File: src/design/pms_pkg.sv
// ----------------------------------------------------------------------------
// pms_pkg: shared types and codes of the periodic message scheduler
// Table entry layout, function codes, status codes and parameter defaults.
// ----------------------------------------------------------------------------
package pms_pkg;

  // Parameter defaults
  localparam int MAX_ENTRIES_DEF = 16;
  localparam int MAILBOXES_DEF   = 3;

  // Field widths fixed by the interface
  localparam int ID_W     = 29;
  localparam int LEN_W    = 4;
  localparam int PERIOD_W = 16;
  localparam int TIME_W   = 32;
  localparam int FUNC_W   = 2;
  localparam int STATUS_W = 3;
  localparam int SLOT_W   = 4;
  localparam int FREE_W   = 2;
  localparam int STD_ID_W = 11;

  // Function codes
  localparam logic [FUNC_W-1:0] FUNC_ADD    = 2'd0;
  localparam logic [FUNC_W-1:0] FUNC_REMOVE = 2'd1;
  localparam logic [FUNC_W-1:0] FUNC_TICK   = 2'd2;

  // Status codes
  localparam logic [STATUS_W-1:0] ST_OK          = 3'd0;
  localparam logic [STATUS_W-1:0] ST_FULL        = 3'd1;
  localparam logic [STATUS_W-1:0] ST_ZERO_PERIOD = 3'd2;
  localparam logic [STATUS_W-1:0] ST_DUPLICATE   = 3'd3;
  localparam logic [STATUS_W-1:0] ST_NOT_FOUND   = 3'd4;
  localparam logic [STATUS_W-1:0] ST_STOPPED     = 3'd5;

  // Result kinds
  localparam logic KIND_STATUS = 1'b0;
  localparam logic KIND_TX     = 1'b1;

  // One table entry as held in the entry memory
  typedef struct packed {
    logic [ID_W-1:0]     ident;
    logic                is_ext;
    logic                rtr;
    logic [LEN_W-1:0]    len;
    logic [PERIOD_W-1:0] period;
    logic [TIME_W-1:0]   last_time;
  } entry_t;

  localparam int ENTRY_W = $bits(entry_t);

endpackage

File: src/design/pms_ram.sv
// ----------------------------------------------------------------------------
// pms_ram: generic single-write, single-read memory
// One write port and one read port; read data is registered.
// ----------------------------------------------------------------------------
module pms_ram #(
  parameter int WIDTH = 8,
  parameter int DEPTH = 16,
  localparam int AW   = (DEPTH > 1) ? $clog2(DEPTH) : 1
) (
  input  logic             clk,
  input  logic             we,
  input  logic [AW-1:0]    waddr,
  input  logic [WIDTH-1:0] wdata,
  input  logic [AW-1:0]    raddr,
  output logic [WIDTH-1:0] rdata
);

  logic [WIDTH-1:0] mem_r [DEPTH];
  logic [WIDTH-1:0] rdata_r;

  // Write one word, read one word per cycle
  always_ff @(posedge clk) begin
    if (we) begin
      mem_r[waddr] <= wdata;
    end
    rdata_r <= mem_r[raddr];
  end

  assign rdata = rdata_r;

endmodule

File: src/design/periodic_message_scheduler.sv
// ----------------------------------------------------------------------------
// periodic_message_scheduler: table of periodic transmit entries
// Add, remove and tick commands over a compact entry table in one memory.
// ----------------------------------------------------------------------------
// A command is taken when start is high and busy is low. For a command that
// visits the table, busy then stays high until the cycle in which its final
// result appears. Results come out one per beat, each marked by out_valid for
// one cycle, and the receiver cannot stall them; out_last flags the final
// result of a command. The entry memory has one read port with a registered
// output, so every entry visit takes a read state and a second state that
// uses the data read. An add searches the entries in use for a duplicate and
// then writes the new entry into the next free slot. A remove searches up to
// the match and then moves each later entry down one slot. A tick walks the
// entries until the end of the table or the first due entry that finds no
// mailbox left. An add rejected for a full table or a zero period, and an
// unused function code, never raise busy.
// ----------------------------------------------------------------------------
module periodic_message_scheduler #(
  parameter int MAX_ENTRIES = pms_pkg::MAX_ENTRIES_DEF,
  parameter int MAILBOXES   = pms_pkg::MAILBOXES_DEF
) (
  input  logic                          clk,
  input  logic                          rst_n,
  input  logic                          start,
  output logic                          busy,
  input  logic [pms_pkg::FUNC_W-1:0]    in_func,
  input  logic [pms_pkg::ID_W-1:0]      in_msg_id,
  input  logic                          in_id_extended,
  input  logic                          in_remote_frame,
  input  logic [pms_pkg::LEN_W-1:0]     in_data_length,
  input  logic [pms_pkg::PERIOD_W-1:0]  in_period_ms,
  input  logic [pms_pkg::TIME_W-1:0]    in_now_ms,
  input  logic [pms_pkg::FREE_W-1:0]    in_free_mailboxes,
  output logic                          out_valid,
  output logic                          out_kind,
  output logic [pms_pkg::STATUS_W-1:0]  out_status,
  output logic [pms_pkg::ID_W-1:0]      out_tx_id,
  output logic                          out_tx_extended,
  output logic                          out_tx_remote,
  output logic [pms_pkg::LEN_W-1:0]     out_tx_length,
  output logic [pms_pkg::SLOT_W-1:0]    out_tx_slot,
  output logic                          out_last
);

  localparam int AW = (MAX_ENTRIES > 1) ? $clog2(MAX_ENTRIES) : 1;
  localparam int CW = $clog2(MAX_ENTRIES + 1);
  localparam int LW = $clog2(MAILBOXES + 1);

  // Sequencer states
  localparam logic [2:0] S_IDLE     = 3'd0;
  localparam logic [2:0] S_SRCH_RD  = 3'd1;
  localparam logic [2:0] S_SRCH_CMP = 3'd2;
  localparam logic [2:0] S_SHIFT_RD = 3'd3;
  localparam logic [2:0] S_SHIFT_WR = 3'd4;
  localparam logic [2:0] S_WALK_RD  = 3'd5;
  localparam logic [2:0] S_WALK_EV  = 3'd6;

  logic [2:0]                     state_r, state_nxt;
  logic [CW-1:0]                  idx_r, idx_nxt;
  logic [CW-1:0]                  count_r, count_nxt;
  logic [LW-1:0]                  left_r, left_nxt;
  logic [pms_pkg::FUNC_W-1:0]     func_r, func_nxt;
  logic [pms_pkg::ID_W-1:0]       key_r, key_nxt;
  logic                           ext_r, ext_nxt;
  logic                           rtr_r, rtr_nxt;
  logic [pms_pkg::LEN_W-1:0]      len_r, len_nxt;
  logic [pms_pkg::PERIOD_W-1:0]   period_r, period_nxt;
  logic [pms_pkg::TIME_W-1:0]     now_r, now_nxt;

  logic                           out_valid_r, out_valid_nxt;
  logic                           out_kind_r, out_kind_nxt;
  logic [pms_pkg::STATUS_W-1:0]   out_status_r, out_status_nxt;
  logic [pms_pkg::ID_W-1:0]       out_id_r, out_id_nxt;
  logic                           out_ext_r, out_ext_nxt;
  logic                           out_rtr_r, out_rtr_nxt;
  logic [pms_pkg::LEN_W-1:0]      out_len_r, out_len_nxt;
  logic [pms_pkg::SLOT_W-1:0]     out_slot_r, out_slot_nxt;
  logic                           out_last_r, out_last_nxt;

  logic                           ram_we;
  logic [AW-1:0]                  ram_waddr;
  pms_pkg::entry_t                ram_wdata;
  logic [AW-1:0]                  ram_raddr;
  pms_pkg::entry_t                rd_entry;
  logic [pms_pkg::ENTRY_W-1:0]    ram_rdata;

  logic [CW-1:0]                  idx_inc;
  logic [pms_pkg::TIME_W-1:0]     due_at;
  logic                           due;
  logic                           id_match;
  logic [LW-1:0]                  left_init;
  logic [pms_pkg::ID_W-1:0]       add_key;

  assign rd_entry = pms_pkg::entry_t'(ram_rdata);
  assign idx_inc  = idx_r + CW'(1);

  // Shared compare unit: due test and identifier match on the entry just read
  assign due_at   = rd_entry.last_time + pms_pkg::TIME_W'(rd_entry.period);
  assign due      = now_r > due_at;
  assign id_match = rd_entry.ident == key_r;

  // Usable mailboxes, capped at the mailbox count
  assign left_init = (int'(in_free_mailboxes) > MAILBOXES) ? LW'(MAILBOXES)
                                                          : LW'(in_free_mailboxes);

  // Standard identifiers keep only their low bits
  assign add_key = in_id_extended ? in_msg_id
                 : {{(pms_pkg::ID_W-pms_pkg::STD_ID_W){1'b0}},
                    in_msg_id[pms_pkg::STD_ID_W-1:0]};

  // Read address: the shift pass reads one slot ahead
  always_comb begin
    if (state_r == S_SHIFT_RD) begin
      ram_raddr = AW'(idx_inc);
    end else begin
      ram_raddr = AW'(idx_r);
    end
  end

  // Sequencer
  always_comb begin
    state_nxt      = state_r;
    idx_nxt        = idx_r;
    count_nxt      = count_r;
    left_nxt       = left_r;
    func_nxt       = func_r;
    key_nxt        = key_r;
    ext_nxt        = ext_r;
    rtr_nxt        = rtr_r;
    len_nxt        = len_r;
    period_nxt     = period_r;
    now_nxt        = now_r;

    out_valid_nxt  = 1'b0;
    out_kind_nxt   = pms_pkg::KIND_STATUS;
    out_status_nxt = pms_pkg::ST_OK;
    out_id_nxt     = '0;
    out_ext_nxt    = 1'b0;
    out_rtr_nxt    = 1'b0;
    out_len_nxt    = '0;
    out_slot_nxt   = '0;
    out_last_nxt   = 1'b1;

    ram_we         = 1'b0;
    ram_waddr      = AW'(idx_r);
    ram_wdata      = rd_entry;

    unique case (state_r)
      S_IDLE: begin
        if (start) begin
          func_nxt   = in_func;
          ext_nxt    = in_id_extended;
          rtr_nxt    = in_remote_frame;
          len_nxt    = in_data_length;
          period_nxt = in_period_ms;
          now_nxt    = in_now_ms;
          left_nxt   = left_init;
          idx_nxt    = '0;
          unique case (in_func)
            pms_pkg::FUNC_ADD: begin
              key_nxt = add_key;
              priority if (count_r >= CW'(MAX_ENTRIES)) begin
                out_valid_nxt  = 1'b1;
                out_status_nxt = pms_pkg::ST_FULL;
              end else if (in_period_ms == '0) begin
                out_valid_nxt  = 1'b1;
                out_status_nxt = pms_pkg::ST_ZERO_PERIOD;
              end else begin
                state_nxt = S_SRCH_RD;
              end
            end
            pms_pkg::FUNC_REMOVE: begin
              key_nxt   = in_msg_id;
              state_nxt = S_SRCH_RD;
            end
            pms_pkg::FUNC_TICK: begin
              state_nxt = S_WALK_RD;
            end
            default: begin
              out_valid_nxt = 1'b1;
            end
          endcase
        end
      end

      // Search: read slot, or finish when all slots in use are checked
      S_SRCH_RD: begin
        if (idx_r == count_r) begin
          out_valid_nxt = 1'b1;
          state_nxt     = S_IDLE;
          if (func_r == pms_pkg::FUNC_ADD) begin
            ram_we              = 1'b1;
            ram_waddr           = AW'(count_r);
            ram_wdata.ident     = key_r;
            ram_wdata.is_ext    = ext_r;
            ram_wdata.rtr       = rtr_r;
            ram_wdata.len       = len_r;
            ram_wdata.period    = period_r;
            ram_wdata.last_time = now_r;
            count_nxt           = count_r + CW'(1);
          end else begin
            out_status_nxt = pms_pkg::ST_NOT_FOUND;
          end
        end else begin
          state_nxt = S_SRCH_CMP;
        end
      end

      S_SRCH_CMP: begin
        if (id_match) begin
          if (func_r == pms_pkg::FUNC_ADD) begin
            out_valid_nxt  = 1'b1;
            out_status_nxt = pms_pkg::ST_DUPLICATE;
            state_nxt      = S_IDLE;
          end else begin
            state_nxt = S_SHIFT_RD;
          end
        end else begin
          idx_nxt   = idx_inc;
          state_nxt = S_SRCH_RD;
        end
      end

      // Shift later entries down, one slot per pass
      S_SHIFT_RD: begin
        if (idx_inc >= count_r) begin
          count_nxt     = count_r - CW'(1);
          out_valid_nxt = 1'b1;
          state_nxt     = S_IDLE;
        end else begin
          state_nxt = S_SHIFT_WR;
        end
      end

      S_SHIFT_WR: begin
        ram_we    = 1'b1;
        ram_waddr = AW'(idx_r);
        idx_nxt   = idx_inc;
        state_nxt = S_SHIFT_RD;
      end

      // Tick walk: read slot, or close with status when done
      S_WALK_RD: begin
        if (idx_r == count_r) begin
          out_valid_nxt = 1'b1;
          state_nxt     = S_IDLE;
        end else begin
          state_nxt = S_WALK_EV;
        end
      end

      S_WALK_EV: begin
        if (due) begin
          if (left_r == '0) begin
            out_valid_nxt  = 1'b1;
            out_status_nxt = pms_pkg::ST_STOPPED;
            state_nxt      = S_IDLE;
          end else begin
            out_valid_nxt       = 1'b1;
            out_kind_nxt        = pms_pkg::KIND_TX;
            out_id_nxt          = rd_entry.ident;
            out_ext_nxt         = rd_entry.is_ext;
            out_rtr_nxt         = rd_entry.rtr;
            out_len_nxt         = rd_entry.len;
            out_slot_nxt        = pms_pkg::SLOT_W'(idx_r);
            out_last_nxt        = 1'b0;
            ram_we              = 1'b1;
            ram_waddr           = AW'(idx_r);
            ram_wdata.last_time = now_r;
            left_nxt            = left_r - LW'(1);
            idx_nxt             = idx_inc;
            state_nxt           = S_WALK_RD;
          end
        end else begin
          idx_nxt   = idx_inc;
          state_nxt = S_WALK_RD;
        end
      end

      default: begin
        state_nxt = S_IDLE;
      end
    endcase
  end

  // Control registers
  always_ff @(posedge clk) begin
    if (!rst_n) begin
      state_r     <= S_IDLE;
      count_r     <= '0;
      out_valid_r <= 1'b0;
    end else begin
      state_r     <= state_nxt;
      count_r     <= count_nxt;
      out_valid_r <= out_valid_nxt;
    end
  end

  // Command and result payload
  always_ff @(posedge clk) begin
    idx_r        <= idx_nxt;
    left_r       <= left_nxt;
    func_r       <= func_nxt;
    key_r        <= key_nxt;
    ext_r        <= ext_nxt;
    rtr_r        <= rtr_nxt;
    len_r        <= len_nxt;
    period_r     <= period_nxt;
    now_r        <= now_nxt;
    out_kind_r   <= out_kind_nxt;
    out_status_r <= out_status_nxt;
    out_id_r     <= out_id_nxt;
    out_ext_r    <= out_ext_nxt;
    out_rtr_r    <= out_rtr_nxt;
    out_len_r    <= out_len_nxt;
    out_slot_r   <= out_slot_nxt;
    out_last_r   <= out_last_nxt;
  end

  // Entry table
  pms_ram #(
    .WIDTH (pms_pkg::ENTRY_W),
    .DEPTH (MAX_ENTRIES)
  ) u_table (
    .clk   (clk),
    .we    (ram_we),
    .waddr (ram_waddr),
    .wdata (ram_wdata),
    .raddr (ram_raddr),
    .rdata (ram_rdata)
  );

  assign busy            = state_r != S_IDLE;
  assign out_valid       = out_valid_r;
  assign out_kind        = out_kind_r;
  assign out_status      = out_status_r;
  assign out_tx_id       = out_id_r;
  assign out_tx_extended = out_ext_r;
  assign out_tx_remote   = out_rtr_r;
  assign out_tx_length   = out_len_r;
  assign out_tx_slot     = out_slot_r;
  assign out_last        = out_last_r;

endmodule

File: config.mk
export PLATFORM = sky130hd
export DESIGN_NAME = periodic_message_scheduler
export DESIGN_NICKNAME = d
export VERILOG_FILES = /design/src/design/pms_pkg.sv /design/src/design/pms_ram.sv /design/src/design/periodic_message_scheduler.sv
export SDC_FILE = /design/constraint.sdc
export NUM_CORES = 2
export LEC_CHECK = 0
export BUFFER_PORTS_ARGS = -buffer_cell sky130_fd_sc_hd__buf_2
export CORE_ASPECT_RATIO = 0.6
export CORE_MARGIN = 2
export CORE_UTILIZATION = 25
export CTS_CLUSTER_DIAMETER = 80
export DETAILED_ROUTE_END_ITERATION = 6
export GPL_TIMING_DRIVEN = 0
export PLACE_DENSITY = 0.46
export SLEW_MARGIN = 20
export SYNTH_ARGS = -nofsm -noshare
export SYNTH_HDL_FRONTEND = slang
export SYNTH_SLANG_ARGS = --single-unit
File: constraint.sdc
create_clock -name clk -period 21.1 [get_ports clk]
set_clock_uncertainty 0.2 [all_clocks]
set_input_delay 3.165 -clock clk [delete_from_list [all_inputs] [get_ports clk]]
set_output_delay 3.165 -clock clk [all_outputs]
set_load 0.01 [all_outputs]
---- After elaboration in Yosys (flattened, before gate mapping) ----
Memories as Yosys holds them, arrays and structs flattened. A register that Yosys moved wholly into a read port is not among the register bits.
Index checks and enable logic that the tools add are counted.
storage, ports and cells
  register bits ........................... 145
  RAM bits ................................ 1328
  output and inout bits ................... 46
  word-level logic and storage cells ...... 137
  memories ................................ 1
memory list
  memory         words  width  rd ports  clocked after memory_dff  wr ports  RTL line       text
  u_table.mem_r  16     83     1         1                         1         pms_ram.sv:18  logic [WIDTH-1:0] mem_r [DEPTH];
cells by class
  add/sub/neg operators ................... 5
  $lt $le $gt $ge ......................... 3
  eq/ne operators ......................... 21
  multiplexer cells ....................... 65
  bitwise gates (word level) .............. 2
  reductions and logical operators ........ 20
operator list
  cell                                                            count
  83-bit two-way mux                                              2
  32-bit two-way mux                                              2
  32-bit case mux with 2 select lines                             1
  29-bit case mux with 2 select lines                             1
  51-bit two-way mux                                              1
  3-bit two-way mux                                               12
  5-bit two-way mux                                               7
  32-bit by 16-bit adder with 32-bit output                       1
  32-bit > comparator                                             1
  29-bit == test                                                  1
  29-bit two-way mux                                              1
  2-bit two-way mux                                               11
  3-bit case mux with 7 select lines                              1
  5-bit case mux with 4 select lines                              1
  16-bit zero test                                                1
  4-bit two-way mux                                               4
  4-bit AND reduction                                             4
  1-bit two-way mux                                               14
  2-bit inequality test (second input constant)                   6
  3-bit case mux with 4 select lines                              1
  5-bit by 1-bit adder with 5-bit output (second input constant)  2
  5-bit case mux with 2 select lines                              1
  3-bit == test (second input constant)                           3
  3-bit inequality test (second input constant)                   3
  other kinds (26)                                                34

---- Depth between registers and ports, before layout ----
  depth after elaboration ................. 6
  depth in mapped cells ................... 20

---- By module ----
A second synthesis with hierarchy kept.
unflattened totals
  cell total of the unflattened synthesis .. 2854
  area, all modules ....................... 59522.1 um^2
modules (own cells, without submodules)
  module                      times used  cells an instance  area an instance (um^2)  sequential area each (um^2)
  pms_ram                     1           2129               51297.9                  41539.8
  periodic_message_scheduler  1           725                8224.1                   3823.7

---- Least setup slack after synthesis ----
OpenSTA, ideal clock, no wires.
  path kind ............................... register -> register
  start point ............................. register u_table.rdata_r[0] (netlist: u_table.rdata[0]) (read register of u_table.mem_r)
  end point ............................... memory u_table.mem_r[9][0] in the netlist's numbering (enable)
  setup time .............................. 0.968 ns
  arrival time ............................ 16.687 ns
  slack ................................... 3.245 ns
  cell stages (with the launch flop) ...... 20
  cell sequence ........................... dfxtp_1 > ha_1 > inv_1 > fa_1 > nand2b_1 > a21oi_1 > o211ai_1 > a31oi_1 > a41oi_1 > nor2_1 > xnor2_1 > ha_1 > nand4_1 > or4_4 > a211o_1 > nor3_2 > nor2_4 > buf_6 > buf_6 > a2111oi_0
on the way
  longest elaborated chain between the ends .. 6
ends and longest elaborated chain
  element                                    RTL line                           text
  from (decl)                                pms_ram.sv:19                      logic [WIDTH-1:0] rdata_r;
  32-bit by 16-bit adder with 32-bit output  periodic_message_scheduler.sv:98   assign due_at = rd_entry.last_time + pms_pkg::TIME_W'(rd_entry.period);
  32-bit > comparator                        periodic_message_scheduler.sv:99   assign due = now_r > due_at;
  1-bit two-way mux                          periodic_message_scheduler.sv:253  if (due) begin
  1-bit case mux with 3 select lines         periodic_message_scheduler.sv:148  unique case (state_r)
  1-bit two-way mux                          pms_ram.sv:23                      if (we) begin
  1-bit two-way mux (implied by the code)    pms_ram.sv:24                      mem_r[waddr] <= wdata;
  to (decl)                                  pms_ram.sv:18
No other way between the ends.

---- Final worst setup path ----
  start point ............................. register u_table.rdata_r[0] (netlist: u_table.rdata[0]) (read register of u_table.mem_r)
  end point ............................... memory u_table.mem_r[8][14] in the netlist's numbering (enable)
The elaborated chain is that of the path after synthesis.

==> results.md <==
* Outcome: finished, final reports clean
* Area after DPL at 0.0671 mm2
* PwrDens at 106 mW/mm2
* Initial antenna violation count at 10
* Mapped Cells at 2,677
* Io pins at 136
* Comb pwr share at 14.7%
* Die Ht at 383 um
* Unique cell type count in the Yosys netlist at 63
* Highest clock rate at 128 MHz
* Ys Warns at 0
* Synthesized area at 0.0598 mm2
* Core footprint at 0.239 mm2
* LEAKAGE at 0.0242 uW
* Insertion delay to the later sink of the worst-skew pair at 800 ps
* Pin count of the biggest net entering global routing at 34
* Synth Register Bits at 1,556
* Slew @ Worst Pin at 1120 ps
* Clock power frac at 36.4%
* Largest family of logic cells by synthesized area: multiplexers
* Post-Layout Cell Count at 6,625
* Die area at 0.243 mm2
* Worst reg2reg startpoint: u_table.rdata[0]$_DFF_P_
* Setup violations, final at 0
* Detailed Place HPWL at 119,000 um
* Post-DRT Antenna Nets at 0
* Worst hold endpoint: out_tx_length[0]$_SDFF_PP0_
* H-tree Lvls at 4
* Critical path class: flop to flop
* Switching share of power at 26.2%
* TritonRoute pass-1 iters at 5
* DRC at 0
* Share of cells above drive strength 1 at 38.1%
* Relative slew slack at 23.3%
* GR Overflow Total at 0
* CTS Buf Count at 159
* FF-to-FF path depth at 25
* Commonest non-fill, non-tap cell in the layout: edfxtp_1
* P&R area growth vs syn at 20.8%
* Internal power at 5650 uW
* Detailed Route WL at 168,000 um
* Mean post-synth cell area at 22.4 um2
* Clock buffer depth at 3
* # nets final at 3,469
* Final Hold Vio Count at 0
* Syn nets at 2,830
* Max VDD drop at 0.0641 mV
* Sw Pwr at 2000 uW
* GP Congestion at 0.760
* Placed cells at 6,327
* Adder-Cell Fraction of Synth Area at 1.34%
* CP Capture Type: flop
* Worst setup SP type: flop
* Reg clk slew, reported paths at 60 ps
* RSZ-0062 raised after global routing: false
* CTS tree: yes
* Seq pwr share at 48.9%
* Top_reg_cell synth: edfxtp_1
* Slack of the worst reg-to-reg path at 13,320 ps
* DIE WIDTH at 636 um
* Worst Path Required at 21,370 ps
* Synth Area in Compound Gates at 1.41%
* Row cnt at 139
* Post-layout instance area at 0.0723 mm2
* Mux contribution to synthesized area at 17.3%
* Crit-path most repeated cell: buf_2
* CP Max Fanout at 10
* Routed via count at 29,648
* Arrival @ worst endpoint at 8050 ps
* Post-CTS Resized at 0
* CP max stage cell: a2111oi_2
* XOR/XNOR share of the synthesized area at 1.04%
* Root Driver: clkbuf_16
* CTS hold repair buffers at 0
* Max-cap violations at 0
* Seq/Total Area, Yosys at 75.8%
* Final Max Slew Viols at 0
* Vias in the first global route at 30,278
* HP Start: u_table.rdata[48]$_DFF_P_
* Hold Path Class: flop to flop
* Clock Sinks at 1,556
* Commonest non-fill, non-tap cells in the layout: edfxtp_1 (1,420), buf_2 (482), mux4_2 (415)
* WHS Path Cells at 1
* Reg2Reg Capture Point: u_table.mem_r[8][14]$_DFFE_PP_
* Total Routing Usage GR at 13.6%
* Slowest stage delay, CP at 720 ps
* Number of post-CTS setup repair buffers at 0
* Tmin final at 7780 ps
* Share of async-settable or async-resettable flops after synthesis at 0%
* First-pass GRT wire length at 237,000 um
* Vias per Instance at 4.48
* Simple-gate share of the synthesized area at 2.04%
* Wire length per cell at 25.4 um
* Initial Utilization at 25.1%
* EDFF count, synth at 1,420
* Initial DRC Count at 3,013
* Fin crit share at 36.9%
* Setup Total Neg Slack at 0 ps
* Port Buffers at 135
critical path: cells and delay by family, from the launching register on:
kind | cells | cell delay [ps]
compound gates | 6 | 2370
xor+xnor | 1 | 90
fa+ha+maj | 3 | 900
buf+inv | 9 | 1780
flops | 1 | 410
simple gates | 6 | 1660
synth_stat cells (all sizes together) (16+ instances only):
| library cell | n | area share, % |
|---|---|---|
| a21o | 17 | 0.21 |
| a21oi | 35 | 0.29 |
| and2 | 44 | 0.46 |
| buf | 87 | 0.77 |
| clkbuf | 30 | 0.19 |
| dfxtp | 136 | 4.6 |
| edfxtp | 1420 | 71 |
| ha | 61 | 1.3 |
| inv | 24 | 0.15 |
| mux2 | 85 | 1.6 |
| mux4 | 415 | 16 |
| nand2 | 34 | 0.23 |
| nand3 | 25 | 0.22 |
| nand4 | 16 | 0.17 |
| nor2 | 27 | 0.18 |
| nor2b | 26 | 0.27 |
| o21ai | 21 | 0.18 |
| xnor2 | 50 | 0.73 |
| xor2 | 20 | 0.31 |
layer usage:
| layer | vias to the layer above | GRT usage, % | share of wire [%] |
|---|---|---|---|
| met4 | 0 | 3.01 | 1.8 |
| met2 | 840 | 21.7 | 47 |
| li1 | 12525 | - | - |
| met1 | 16099 | 19.4 | 46 |
| met3 | 184 | 2.35 | 4.9 |
| met5 | - | 0 | 0 |
power groups by stage:
stage          Sequential (uW)  Combinational, uW  Clock (uW)
3_3_place_gp              3820               1100           0
3_5_place_dp              3810               1130           0
2_1_floorplan             3750                749           0
4_1_cts                   3740               1130        2860
5_1_grt                   3750               1220        2990
6_report                  3740               1120        2790
worst max path at each step:
stage                             start                             end  slack (ps)  cells past startpoint
2_1_floorplan  u_table.rdata[0]$_DFF_P_   u_table.mem_r[9][0]$_DFFE_PP_        3250                     19
3_3_place_gp   u_table.rdata[0]$_DFF_P_  u_table.mem_r[7][14]$_DFFE_PP_      -20890                     18
3_5_place_dp   u_table.rdata[0]$_DFF_P_  u_table.mem_r[8][19]$_DFFE_PP_       13140                     25
4_1_cts        u_table.rdata[0]$_DFF_P_  u_table.mem_r[8][16]$_DFFE_PP_       13070                     25
5_1_grt        u_table.rdata[0]$_DFF_P_  u_table.mem_r[8][17]$_DFFE_PP_       12900                     25
6_report       u_table.rdata[0]$_DFF_P_  u_table.mem_r[8][14]$_DFFE_PP_       13320                     25
through the flow:
| step | total power [uW] | utilization, % | hold WS, ps | setup WS, ps |
|---|---|---|---|---|
| after floorplan | 4500 | - | 224 | 3250 |
| after detailed placement | 4940 | 28.1 | 269 | 13140 |
| final | 7650 | 30.3 | 276 | 13320 |
| after global placement | 4920 | 27.0 | 267 | -20890 |
| after global routing | 7960 | 30.3 | 300 | 12900 |
| after CTS | 7730 | 30.3 | 282 | 13070 |
final cells by class:
type,count,area [um2]
antenna,2,5.00
tap,3172,3970
sequential,1556,45400
buffer,117,582
timing repair buffer,478,3180
multi-input combinational,980,13900
fill,23134,166000
clock buffer,215,4350
clock inverter,81,808
inverter,24,90.1
kinds of logic after synthesis:
group,after synthesis
flip-flops,1556
multiplexers,502
AND/OR/NAND/NOR,219
buffers and inverters,141
AO/OA/AOI/OAI,126
XOR/XNOR,70
adder cells (fa/ha/maj),63
flip-flops by register name, summed over array words and instances (netlist names), 4 cells and up:
signal,count
u_table.rdata,83
u_table.mem_r,1328
count_r,5
now_r,32
out_tx_slot,4
len_r,4
period_r,16
idx_r,5
out_tx_length,4
key_r,29
out_tx_id,29
Note: power is estimated with default switching activity, not from simulation.
